$ cat src/sv/fnh_pkg.sv
// package for the float numeric hash block
// holds field widths, register indexes and small shared types; no dependencies
package fnh_pkg;

   localparam int VALUE_WIDTH = 64;
   localparam int HASH_WIDTH  = 64;
   localparam int EXP_WIDTH   = 11;
   localparam int FRAC_WIDTH  = 52;
   localparam int MANT_WIDTH  = 53;
   localparam int CSR_INDEX_WIDTH = 1;

   localparam logic [CSR_INDEX_WIDTH-1:0] CSR_NAN_HASH = 1'b0;
   localparam logic [CSR_INDEX_WIDTH-1:0] CSR_INF_HASH = 1'b1;

   localparam logic [HASH_WIDTH-1:0] INF_HASH_RESET = 64'd314159;
   localparam logic [EXP_WIDTH-1:0]  EXP_ALL_ONES   = '1;

   // item class decided in the first stage
   typedef enum logic [1:0] {
      KIND_NUM  = 2'd0,
      KIND_ZERO = 2'd1,
      KIND_NAN  = 2'd2,
      KIND_INF  = 2'd3
   } kind_type;

   typedef logic [HASH_WIDTH-1:0] hash_type;

endpackage

$ cat src/sv/fnh_if.sv
// valid/ready channel interface used by the req and rsp ports of the float numeric hash
// generic payload width; no package dependency
interface fnh_if #(
   parameter int WIDTH = 64
) (
   input logic clock
);
   logic             valid;
   logic             ready;
   logic [WIDTH-1:0] data;

   modport source (output valid, output data, input ready);
   modport sink   (input valid, input data, output ready);
endinterface

$ cat src/sv/fnh_csr_if.sv
// configuration write channel: register index and write data
// uses fnh_pkg for widths
interface fnh_csr_if (
   input logic clock
);
   logic                                valid;
   logic                                ready;
   logic [fnh_pkg::CSR_INDEX_WIDTH-1:0] index;
   logic [fnh_pkg::HASH_WIDTH-1:0]      data;

   modport source (output valid, output index, output data, input ready);
   modport sink   (input valid, input index, input data, output ready);
endinterface

$ cat src/sv/fnh_regs.sv
// configuration registers nan_hash and inf_hash
// uses fnh_pkg and fnh_csr_if
module fnh_regs (
   input  logic                clock,
   input  logic                reset,
   fnh_csr_if.sink             csr,
   output fnh_pkg::hash_type   nan_hash,
   output fnh_pkg::hash_type   inf_hash
);
   import fnh_pkg::*;

   hash_type nan_ff, inf_ff;

   assign csr.ready = 1'b1;

   always_ff @(posedge clock) begin
      if (reset) begin
         nan_ff <= '0;
         inf_ff <= INF_HASH_RESET;
      end else if (csr.valid) begin
         unique case (csr.index)
            CSR_NAN_HASH: nan_ff <= csr.data;
            CSR_INF_HASH: inf_ff <= csr.data;
            default: ;
         endcase
      end
   end

   assign nan_hash = nan_ff;
   assign inf_hash = inf_ff;
endmodule

$ cat src/sv/fnh_pipe.sv
// four-stage hash datapath: decode, reduce, rotate, negate/select
// uses fnh_pkg; stalls freeze all stages together, output holds in stage four
module fnh_pipe #(
   parameter int MODULUS_BITS = 61
) (
   input  logic              clock,
   input  logic              reset,
   input  logic              in_valid,
   output logic              in_ready,
   input  logic [63:0]       in_bits,
   input  fnh_pkg::hash_type nan_hash,
   input  fnh_pkg::hash_type inf_hash,
   output logic              out_valid,
   input  logic              out_ready,
   output fnh_pkg::hash_type out_hash
);
   import fnh_pkg::*;

   localparam int B = MODULUS_BITS;
   localparam int RW = $clog2(B);
   localparam logic [B-1:0] MOD_P = '1;
   // exponent offset chosen so (exp_eff + OFS) >= 0 and OFS == -1075 mod B
   localparam int OFS_RAW = ((1075 / B) + 1) * B - 1075;
   localparam logic [11:0] OFS = 12'(OFS_RAW);
   // reciprocal of B scaled by 2^24, rounded up; exact quotient for 12-bit inputs
   localparam int RK = 24;
   localparam logic [19:0] RECIP = 20'(((1 << RK) + B - 1) / B);

   logic advance;
   assign advance  = !out_valid || out_ready;
   assign in_ready = advance;

   // stage 1: decode
   logic          v1_ff;
   kind_type      k1_ff;
   logic          neg1_ff;
   logic [52:0]   m1_ff;
   logic [11:0]   ex1_ff;

   logic [10:0] exf;
   logic [51:0] frac;
   assign exf  = in_bits[62:52];
   assign frac = in_bits[51:0];

   always_ff @(posedge clock) begin
      if (reset) v1_ff <= 1'b0;
      else if (advance) v1_ff <= in_valid;
   end
   always_ff @(posedge clock) begin
      if (advance) begin
         neg1_ff <= in_bits[63];
         if (exf == EXP_ALL_ONES) k1_ff <= (frac != '0) ? KIND_NAN : KIND_INF;
         else if (exf == '0 && frac == '0) k1_ff <= KIND_ZERO;
         else k1_ff <= KIND_NUM;
         m1_ff <= {exf != '0, frac};
         // subnormals use exponent field 1
         ex1_ff <= {1'b0, (exf == '0) ? 11'd1 : exf} + OFS;
      end
   end

   // stage 2: m mod P (m < 2^53 so one fold suffices when B >= 53), e mod B
   logic          v2_ff;
   kind_type      k2_ff;
   logic          neg2_ff;
   logic [B-1:0]  r2_ff;
   logic [RW-1:0] rot2_ff;

   logic [63:0] m64, fold;
   logic [B-1:0] red;
   always_comb begin
      m64  = {11'd0, m1_ff};
      fold = (m64 & {{(64-B){1'b0}}, MOD_P}) + (m64 >> B);
      fold = (fold & {{(64-B){1'b0}}, MOD_P}) + (fold >> B);
      red  = fold[B-1:0];
      if (red == MOD_P) red = '0;
   end

   // exponent mod B by reciprocal multiply and one back-multiply
   logic [31:0] qprod;
   logic [6:0]  quot;
   logic [11:0] rem;
   always_comb begin
      qprod = {20'd0, ex1_ff} * {12'd0, RECIP};
      quot  = qprod[RK+6:RK];
      rem   = ex1_ff - ({5'd0, quot} * 12'(B));
   end

   always_ff @(posedge clock) begin
      if (reset) v2_ff <= 1'b0;
      else if (advance) v2_ff <= v1_ff;
   end
   always_ff @(posedge clock) begin
      if (advance) begin
         k2_ff   <= k1_ff;
         neg2_ff <= neg1_ff;
         r2_ff   <= red;
         rot2_ff <= rem[RW-1:0];
      end
   end

   // stage 3: rotate within B bits
   logic         v3_ff;
   kind_type     k3_ff;
   logic         neg3_ff;
   logic [B-1:0] h3_ff;

   logic [2*B-1:0] dbl;
   assign dbl = {r2_ff, r2_ff} << rot2_ff;

   always_ff @(posedge clock) begin
      if (reset) v3_ff <= 1'b0;
      else if (advance) v3_ff <= v2_ff;
   end
   always_ff @(posedge clock) begin
      if (advance) begin
         k3_ff   <= k2_ff;
         neg3_ff <= neg2_ff;
         h3_ff   <= dbl[2*B-1:B];
      end
   end

   // stage 4: sign, all-ones fix and special values
   logic     v4_ff;
   hash_type h4_ff;
   hash_type hv, hn;
   always_comb begin
      hv = {{(64-B){1'b0}}, h3_ff};
      hn = neg3_ff ? (64'd0 - hv) : hv;
      if (hn == '1) hn = hn - 64'd1;
   end

   always_ff @(posedge clock) begin
      if (reset) v4_ff <= 1'b0;
      else if (advance) v4_ff <= v3_ff;
   end
   always_ff @(posedge clock) begin
      if (advance) begin
         case (k3_ff)
            KIND_NAN:  h4_ff <= nan_hash;
            KIND_INF:  h4_ff <= inf_hash;
            KIND_ZERO: h4_ff <= '0;
            default:   h4_ff <= hn;
         endcase
      end
   end

   assign out_valid = v4_ff;
   assign out_hash  = h4_ff;
endmodule

$ cat src/sv/float_numeric_hash.sv
// top level of the float numeric hash block
// uses fnh_pkg, fnh_if, fnh_csr_if, fnh_regs and fnh_pipe
//
//  channel   dir   payload              handshake
//  req       in    value_bits[63:0]     req.valid / req.ready
//  rsp       out   hash_value[63:0]     rsp.valid / rsp.ready
//  csr       in    index, data[63:0]    csr.valid / csr.ready (always ready)
//
// one word per cycle unless rsp stalls; each accepted req word yields one rsp word
// after passing the four register stages: decode, reduce, rotate, select
// rsp stall freezes the whole pipeline; req.ready follows the last stage
// synchronous reset clears valid bits and loads register reset values
module float_numeric_hash #(
   parameter int MODULUS_BITS = 61
) (
   input logic clock,
   input logic reset,
   fnh_if.sink     req,
   fnh_if.source   rsp,
   fnh_csr_if.sink csr
);
   import fnh_pkg::*;

   hash_type nan_hash, inf_hash;

   fnh_regs u_regs (
      .clock    (clock),
      .reset    (reset),
      .csr      (csr),
      .nan_hash (nan_hash),
      .inf_hash (inf_hash)
   );

   fnh_pipe #(.MODULUS_BITS(MODULUS_BITS)) u_pipe (
      .clock     (clock),
      .reset     (reset),
      .in_valid  (req.valid),
      .in_ready  (req.ready),
      .in_bits   (req.data),
      .nan_hash  (nan_hash),
      .inf_hash  (inf_hash),
      .out_valid (rsp.valid),
      .out_ready (rsp.ready),
      .out_hash  (rsp.data)
   );
endmodule
$ cat src/flat_wrapper.sv
// flat-port wrapper written by rule: the top's interface ports become plain ports
module float_numeric_hash_flat import fnh_pkg::*;
#(
   parameter int MODULUS_BITS = 61
)
  (clock, reset, req_valid, req_data, req_ready, rsp_valid, rsp_data, rsp_ready, csr_valid, csr_index, csr_data, csr_ready);
  fnh_if req_i (.clock(clock));
  fnh_if rsp_i (.clock(clock));
  fnh_csr_if csr_i (.clock(clock));
  input logic clock;
  input logic reset;
  input wire logic [$bits(req_i.valid)-1:0] req_valid;
  input wire logic [$bits(req_i.data)-1:0] req_data;
  output wire logic [$bits(req_i.ready)-1:0] req_ready;
  output wire logic [$bits(rsp_i.valid)-1:0] rsp_valid;
  output wire logic [$bits(rsp_i.data)-1:0] rsp_data;
  input wire logic [$bits(rsp_i.ready)-1:0] rsp_ready;
  input wire logic [$bits(csr_i.valid)-1:0] csr_valid;
  input wire logic [$bits(csr_i.index)-1:0] csr_index;
  input wire logic [$bits(csr_i.data)-1:0] csr_data;
  output wire logic [$bits(csr_i.ready)-1:0] csr_ready;
  assign req_i.valid = req_valid;
  assign req_i.data = req_data;
  assign req_ready = req_i.ready;
  assign rsp_valid = rsp_i.valid;
  assign rsp_data = rsp_i.data;
  assign rsp_i.ready = rsp_ready;
  assign csr_i.valid = csr_valid;
  assign csr_i.index = csr_index;
  assign csr_i.data = csr_data;
  assign csr_ready = csr_i.ready;
  float_numeric_hash #(.MODULUS_BITS(MODULUS_BITS)) u_core (.clock(clock), .reset(reset), .req(req_i), .rsp(rsp_i), .csr(csr_i));
endmodule
$ cat config.mk
export PLATFORM = sky130hd
export DESIGN_NAME = float_numeric_hash_flat
export DESIGN_NICKNAME = d
export VERILOG_FILES = /design/src/sv/fnh_pkg.sv /design/src/sv/fnh_if.sv /design/src/sv/fnh_csr_if.sv /design/src/sv/fnh_regs.sv /design/src/sv/fnh_pipe.sv /design/src/sv/float_numeric_hash.sv /design/src/flat_wrapper.sv
export SDC_FILE = /design/constraint.sdc
export NUM_CORES = 1
export LEC_CHECK = 0
export ABC_AREA = 0
export ABC_CLOCK_PERIOD_IN_PS = 7800
export BUFFER_PORTS_ARGS = -buffer_cell sky130_fd_sc_hd__buf_2
export CAP_MARGIN = 20
export CORE_ASPECT_RATIO = 1.1
export CORE_MARGIN = 8
export CORE_UTILIZATION = 43
export CTS_CLUSTER_DIAMETER = 60
export DETAILED_ROUTE_END_ITERATION = 12
export GPL_ROUTABILITY_DRIVEN = 0
export REMOVE_ABC_BUFFERS = 1
export SETUP_SLACK_MARGIN = 0.05
export SLEW_MARGIN = 20
export SYNTH_ARGS = -nofsm -noshare
export SYNTH_HDL_FRONTEND = slang
export SYNTH_SLANG_ARGS = --single-unit
$ cat constraint.sdc
create_clock -name clock -period 7.8 [get_ports clock]
set_input_delay 0.39 -clock clock [delete_from_list [all_inputs] [get_ports clock]]
set_output_delay 0.39 -clock clock [all_outputs]
set_load 0.02 [all_outputs]
==> impl_metrics.csv, run 1 <==
group,metric,value,unit
sta,rsz0062_at_grt,"no",
pwr,power_density,410,mW/mm^2
worst_setup_path,cpMostUsedCell,"fa_1",
worst_setup_path,worstSetupPathType,"flip-flop to flip-flop",
floorplan,die_h,263,um
logic_synthesis,yosysMostFrequentCell,"nand2_1",
logic_synthesis,syn_inst,2407,
floorplan,die_x,240,um
worst_hold_path,hold_end,"u_core.u_pipe.m1_ff[14]",
logic_synthesis,synth.distinct_cells,70,
floorplan,io_pins,201,
floorplan,std_cell_rows,90,
run,cap_violations,0,
finish,fill_cells,5028,
logic_synthesis,synthTopCellsByCount,"nand2_1 (503), edfxtp_1 (258), a21oi_1 (173), inv_1 (152), dfxtp_1 (132)",
pwr,p_int,6.56,mW
global_route,grt_max_degree,132,
logic_synthesis,syn-cell-area,0.0238,mm^2
finish,area_growth,16.1,%
drt,vias,18300,
cts,cts_buffers,45,
cts,cts_tree,"built",
sta,skew,0.0285,ns
drt,drt-initial-drc-count,1358,
pwr,clockPowerShare,18.5,%
worst_setup_path,worstPathMaxFanout,4,
drt,route.detailed.drc,0,
worst_setup_path,cp.arrival,7.80,ns
pwr,peakVddDrop,0.000312,V
worst_setup_path,rrSetupSlack,0.30,ns
worst_hold_path,hold_path_class,"primary input to flip-flop",
floorplan,coreArea,0.0548,mm^2
drt,finalWirelength,64.0,mm
logic_synthesis,synth_area_leaders,"edfxtp_1 (33%), dfxtp_1 (11%), nand2_1 (7.9%)",
sta,max_freq,133,MHz
pwr,combinationalPowerShare,52.3,%
cts,clk_latency,0.58,ns
sta,period_share,96.1,%
finish,fin_cells,3373,
pwr,seq_power_share,29.2,%
drt,drtAntennaViolNets,0,
worst_setup_path,r2r-end,"u_core.u_pipe.rot2_ff[5]",
worst_hold_path,hp-start,"req_data[14]",
worst_setup_path,critPathLaunch,"u_core.u_pipe.ex1_ff[7]",
logic_synthesis,netlist.top_cell.by_area,"edfxtp_1",
run_status,status,"finished, final reports clean",
logic_synthesis,yosysSeqAreaShare,43.7,%
placed_design,place_inst,3229,
pwr,p_leak,11.3,nW
worst_hold_path,hold_path_depth,1,
floorplan,dieArea,0.0631,mm^2
logic_synthesis,synth_top_cell_area_share,32.5,%
finish,layout.nets,2901,
drt,vias_per_cell,5.42,
placed_design,hpwl,46.3,mm
global_route,antenna_found_initial,1,
worst_setup_path,slowest_delay,0.53,ns
cts,clk_pin_slew_worst_paths,0.05,ns
placed_design,io_buffers,199,
pwr,switchingPower,4.77,mW
sta,worst_slew_pin_slew,1.11,ns
logic_synthesis,ys_ff_latch,390,
sta,maxSlewHeadroom,25.8,%
logic_synthesis,async_flop_share,0,%
floorplan,floorplan.initialDensity,43.4,%
logic_synthesis,ys_warn_count,0,
sta,fin_crit,7.50,ns
cts,cts_buffer_depth,3,
worst_setup_path,required,8.10,ns
sta,slew_viol_final,0,
cts,htreeDepth,2,
worst_setup_path,cp_slowest_cell,"fa_1",
global_route,grt-ovfl-total,0,
logic_synthesis,synth-edff-count,258,
worst_setup_path,cp-end-kind,"flip-flop",
cts,cts-root-buf,"clkbuf_16",
cts,clock-sinks,390,
finish,layout-drive-gt1-share,18.4,%
worst_setup_path,r2r_cells,29,
drt,wl_per_cell,19.0,um
finish,final_core_util,50.4,%
sta,holdWs,0.0403,ns
global_route,grtUsageTotal,19.6,%
worst_setup_path,start_kind,"flip-flop",
sta,finalSetupViolCount,0,
worst_setup_path,worstReg2RegStart,"u_core.u_pipe.ex1_ff[7]",
logic_synthesis,synth_ff_type,"edfxtp_1",
drt,firstDrtPassIters,5,
global_route,grt_pass1_vias,18400,
sta,tns,0,ns
pwr,power,11.3,mW
sta,hold_viol,0,
global_route,grt_first_pass_wirelength,99.6,mm
logic_synthesis,synth.avg_cell_area,9.89,um^2
pwr,swShare,42.1,%
-- final cells by class --
class | count | area (um^2) | area share (%)
Inverter | 155 | 582 | 2.10
Antenna cell | 1 | 2.50 | 0.00905
Tap cell | 736 | 921 | 3.33
Clock inverter | 21 | 255 | 0.923
Clock buffer | 63 | 1240 | 4.50
Timing Repair Buffer | 298 | 1900 | 6.86
Multi-Input combinational cell | 1709 | 12400 | 44.7
Sequential cell | 390 | 10400 | 37.6
-- per-stage QoR --
stage / instance area (um^2) / worst slack (ns)
6_report: 27600 / 0.302
5_1_grt: 27600 / 0.0258
4_1_cts: 27500 / 0.131
3_5_place_dp: 25500 / -0.457
3_3_place_gp: 25500 / -0.0274
2_1_floorplan: 23200 / 0.158
-- power by group through the flow --
stage                     logic (mW)  registers [mW]  clock network, mW
final                           5.92            3.31               2.10
after global routing            6.52            3.36               2.23
after CTS                       5.76            3.30               2.16
after detailed placement        5.66            3.34                  0
after global placement          5.51            3.33                  0
after floorplan                 3.54            3.67                  0
-- per-layer routing --
| layer | wire [um] | global-route usage [%] | part of all wire [%] | vias up |
|---|---|---|---|---|
| met5 | 0 | 0 | 0 | - |
| met4 | 1690 | 6.28 | 2.6 | 0 |
| met3 | 3010 | 3.05 | 4.7 | 97 |
| met2 | 32300 | 34.7 | 50 | 468 |
| met1 | 27100 | 24.1 | 42 | 8849 |
| li1 | - | - | - | 8865 |
-- placed cells by master (no fill, tap or decap), types with 45 or more instances in the layout --
cell type / count
dfxtp_1: 132
nor2_1: 96
dlygate4sd3_1: 51
buf_4: 45
inv_1: 148
xor2_1: 57
ha_1: 107
clkbuf_16: 45
edfxtp_1: 258
o21ai_0: 128
fa_1: 55
mux2i_1: 96
buf_2: 198
a21oi_1: 172
nand2_1: 502
mux2_2: 91
-- critical path, delay by kind of cell (launching register included) --
| family | cells | cell delay, ns |
|---|---|---|
| AO/OA/AOI/OAI | 4 | 0.99 |
| buffers and inverters | 7 | 0.58 |
| flip-flops | 1 | 0.47 |
| AND/OR/NAND/NOR | 3 | 0.59 |
| XOR/XNOR | 4 | 0.69 |
| adder cells (fa/ha/maj) | 11 | 3.90 |
-- sequential cells by signal, summed over array words and instances (netlist names), 6 cells and up --
name / flops
u_core.u_pipe.m1_ff: 53
u_core.u_pipe.out_hash: 64
u_core.u_pipe.r2_ff: 53
u_core.u_pipe.rot2_ff: 6
u_core.u_pipe.ex1_ff: 12
u_core.u_regs.nan_hash: 64
u_core.u_pipe.h3_ff: 61
u_core.u_regs.inf_hash: 64
-- cell families (layout without fill, tap and decap cells) --
| group | count (synthesis) | after routing | synth area share [%] |
|---|---|---|---|
| adder cells (fa/ha/maj) | 168 | 168 | 10.6 |
| XOR/XNOR | 93 | 93 | 3.48 |
| buffers and inverters | 308 | 537 | 4.95 |
| other | 1 | 2 | 0.0158 |
| AND/OR/NAND/NOR | 818 | 818 | 15.6 |
| flip-flops | 390 | 390 | 43.7 |
| AO/OA/AOI/OAI | 403 | 403 | 9.70 |
| multiplexers | 226 | 226 | 12.0 |
-- how the worst max path moves through the flow --
| stage | endpoint | slack [ns] | cells past startpoint |
|---|---|---|---|
| after floorplan | u_core.u_pipe.rot2_ff[5] | 0.16 | 27 |
| after global placement | u_core.u_pipe.rot2_ff[5] | -0.03 | 27 |
| after detailed placement | u_core.u_pipe.rot2_ff[5] | -0.46 | 27 |
| after CTS | u_core.u_pipe.rot2_ff[5] | 0.13 | 27 |
| after global routing | u_core.u_pipe.rot2_ff[5] | 0.03 | 29 |
| final | u_core.u_pipe.rot2_ff[5] | 0.30 | 29 |
-- timing repair --
item,CTS,global route
endpoints found under the setup margin,2,1
hold endpoints to repair,51,0
hold buffers,51,0
resized for setup,4,18
pin swaps,3,19
setup buffers,5,3
Note: power is estimated with default switching activity, not from simulation.
==> inputs of run 2 (changes only) <==
- ABC_CLOCK_PERIOD_IN_PS: 7800 -> 6300
- clock period: 7.8 -> 6.3 ns (I/O delays scaled with it)
==> run 2 against run 1 <==
  * The run now ends with setup timing left
  * Clock power grew 14%
  * Critical path depth is the same
  * Via count grew 2.4%
  * First-iteration DRC count shrank 19%
  * Routed wire length grew 1.0%
  * Non-clock buffer count grew 117
  * Sequential power grew 24%
  * Sequential share of layout area shrank 1.4 points
  * Cell count grew 3.1%
  * Clock skew grew 0.0011 ns
  * Global-route usage grew 0.33 points
  * Register-to-register slack lost 1.4 ns
==> impl_metrics.csv, run 2 (synthesis gave the netlist of run 1 again) <==
group,metric,value,unit
placed_design,hpwl,46.4,mm
global_route,grt_first_pass_wirelength,102,mm
worst_setup_path,rrSetupSlack,-1.10,ns
drt,top_layer,"met4",
sta,rsz0062_at_grt,"yes",
worst_setup_path,start_kind,"flip-flop",
drt,vias_per_cell,5.38,
global_route,grt_pass1_vias,18900,
drt,drtAntennaViolNets,0,
sta,max_freq,135,MHz
worst_setup_path,cpMostUsedCell,"fa_1",
finish,final_cell_mix,"nand2_1 (501), edfxtp_1 (258), buf_2 (198)",
sta,setup_ws,-1.10,ns
worst_setup_path,worstPathMaxFanout,2,
worst_setup_path,cp.arrival,7.71,ns
sta,period_share,117,%
finish,mostFrequentLayoutCell,"nand2_1",
sta,fin_crit,7.40,ns
finish,fin_cells,3479,
worst_setup_path,cp-end-kind,"flip-flop",
floorplan,floorplan.initialDensity,43.4,%
finish,final_core_util,52.4,%
cts,cts_buffers,43,
run_status,failed_checks,"setup timing",
cts,htreeDepth,2,
pwr,power_density,502,mW/mm^2
finish,layout.nets,3016,
worst_setup_path,worstSetupPathType,"flip-flop to flip-flop",
placed_design,dp_slack,-1.69,ns
floorplan,die_h,263,um
worst_setup_path,slowest_delay,0.52,ns
global_route,grt_max_degree,138,
global_route,grtUsageTotal,19.9,%
drt,route.detailed.drc,0,
sta,hold_viol,0,
floorplan,dieArea,0.0631,mm^2
drt,wl_per_cell,18.6,um
floorplan,die_x,240,um
sta,worst_slew_pin_slew,1.04,ns
sta,slew_viol_final,0,
cts,cts_buffer_depth,3,
finish,diodes,0,
floorplan,io_pins,201,
drt,firstDrtPassIters,5,
finish,area_growth,20.8,%
finish,fill_cells,4914,
global_route,antenna_found_initial,0,
placed_design,io_buffers,199,
worst_setup_path,required,6.61,ns
drt,wl_met1,27.1,mm
global_route,grt-ovfl-total,0,
drt,wl_met3,2.99,mm
sta,skew,0.0296,ns
pwr,p_leak,11.8,nW
floorplan,coreArea,0.0548,mm^2
cts,cts-root-buf,"clkbuf_16",
finish,layout-drive-gt1-share,19.8,%
cts,cts_tree,"built",
cts,clock-sinks,390,
cts,clk_pin_slew_worst_paths,0.06,ns
drt,route.met2.wl,32.9,mm
worst_setup_path,cp_slowest_cell,"fa_2",
placed_design,place_inst,3268,
drt,drt-initial-drc-count,1104,
drt,finalWirelength,64.6,mm
sta,finalSetupViolCount,3,
sta,holdWs,0.101,ns
sta,maxSlewHeadroom,30.5,%
run_status,status,"finished, violations left",
pwr,peakVddDrop,0.000456,V
drt,vias,18700,
worst_hold_path,hold_path_class,"primary input to flip-flop",
run,cap_violations,0,
floorplan,std_cell_rows,90,
cts,clk_latency,0.58,ns
==> run 2: cell count changes in the layout (fill, tap and decap cells not counted), sizes merged <==
cell,delta
dlygate4sd3,+67
buf,+50
clkbuf,-9
bufinv,-1
clkinvlp,+1
diode,-1
inv,-1
==> run 2: final timing paths <==
| path | start | to | cells past startpoint |
|---|---|---|---|
| setup / recovery | u_core.u_pipe.ex1_ff[8] | u_core.u_pipe.rot2_ff[5] | 29 |
| hold / removal | req_data[52] | u_core.u_pipe.ex1_ff[0] | 2 |
| setup reg to reg | u_core.u_pipe.ex1_ff[8] | u_core.u_pipe.rot2_ff[5] | 29 |
| hold reg to reg | u_core.u_pipe.m1_ff[4] | u_core.u_pipe.r2_ff[4] | 0 |
==> run 2: critical path, delay by kind of cell, from the launching register on <==
| kind | cells | cell delay [ns] |
|---|---|---|
| xor gates and xnor gates | 4 | 0.73 |
| AOI/OAI and AO/OA | 4 | 0.74 |
| adders and majority gates | 11 | 3.96 |
| buffers and inverters | 7 | 0.57 |
| DFF | 1 | 0.44 |
| and+or+nand+nor | 3 | 0.70 |
==> run 2: final cells by class <==
type | instances | area (um^2) | area share [%]
multi-input combinational | 1709 | 12500 | 43.6
sequential | 390 | 10400 | 36.1
timing repair buffer | 415 | 2970 | 10.3
clock buffer | 54 | 1150 | 3.99
tap | 736 | 921 | 3.20
inverter | 155 | 584 | 2.03
clock inverter | 20 | 210 | 0.731
==> run 2: report_power, final <==
group          internal (mW)  switching (mW)  total [mW]
combinational           3.45            4.47        7.92
clock                   1.39            1.02        2.40
sequential              3.59           0.517        4.10
total                   8.43            6.00        14.4
==> run 2: through the flow <==
stage               instance area (um^2)  total power, mW  setup TNS [ns]
finish                             28800             14.4           -1.90
global route                       28800             15.4           -2.61
CTS                                28600             14.2           -1.68
detailed placement                 25800             11.3           -3.97
global placement                   25800             11.1           -3.24
floorplan                          23200             8.94         -298.32
==> run 2: metal layers <==
metal | up-vias | global-route usage, %
li1 | 9083 | -
met1 | 9049 | 25.0
met2 | 477 | 35.2
met3 | 112 | 2.71
met4 | 0 | 5.92
met5 | - | 0
==> run 2: repair_timing <==
action | in CTS | in global routing
hold buffers | 118 | 0
pin swaps | 33 | 11
endpoints found under the setup margin | 5 | 5
gates resized for setup | 29 | 25
hold endpoints to repair | 181 | 0
buffers inserted | 17 | 3
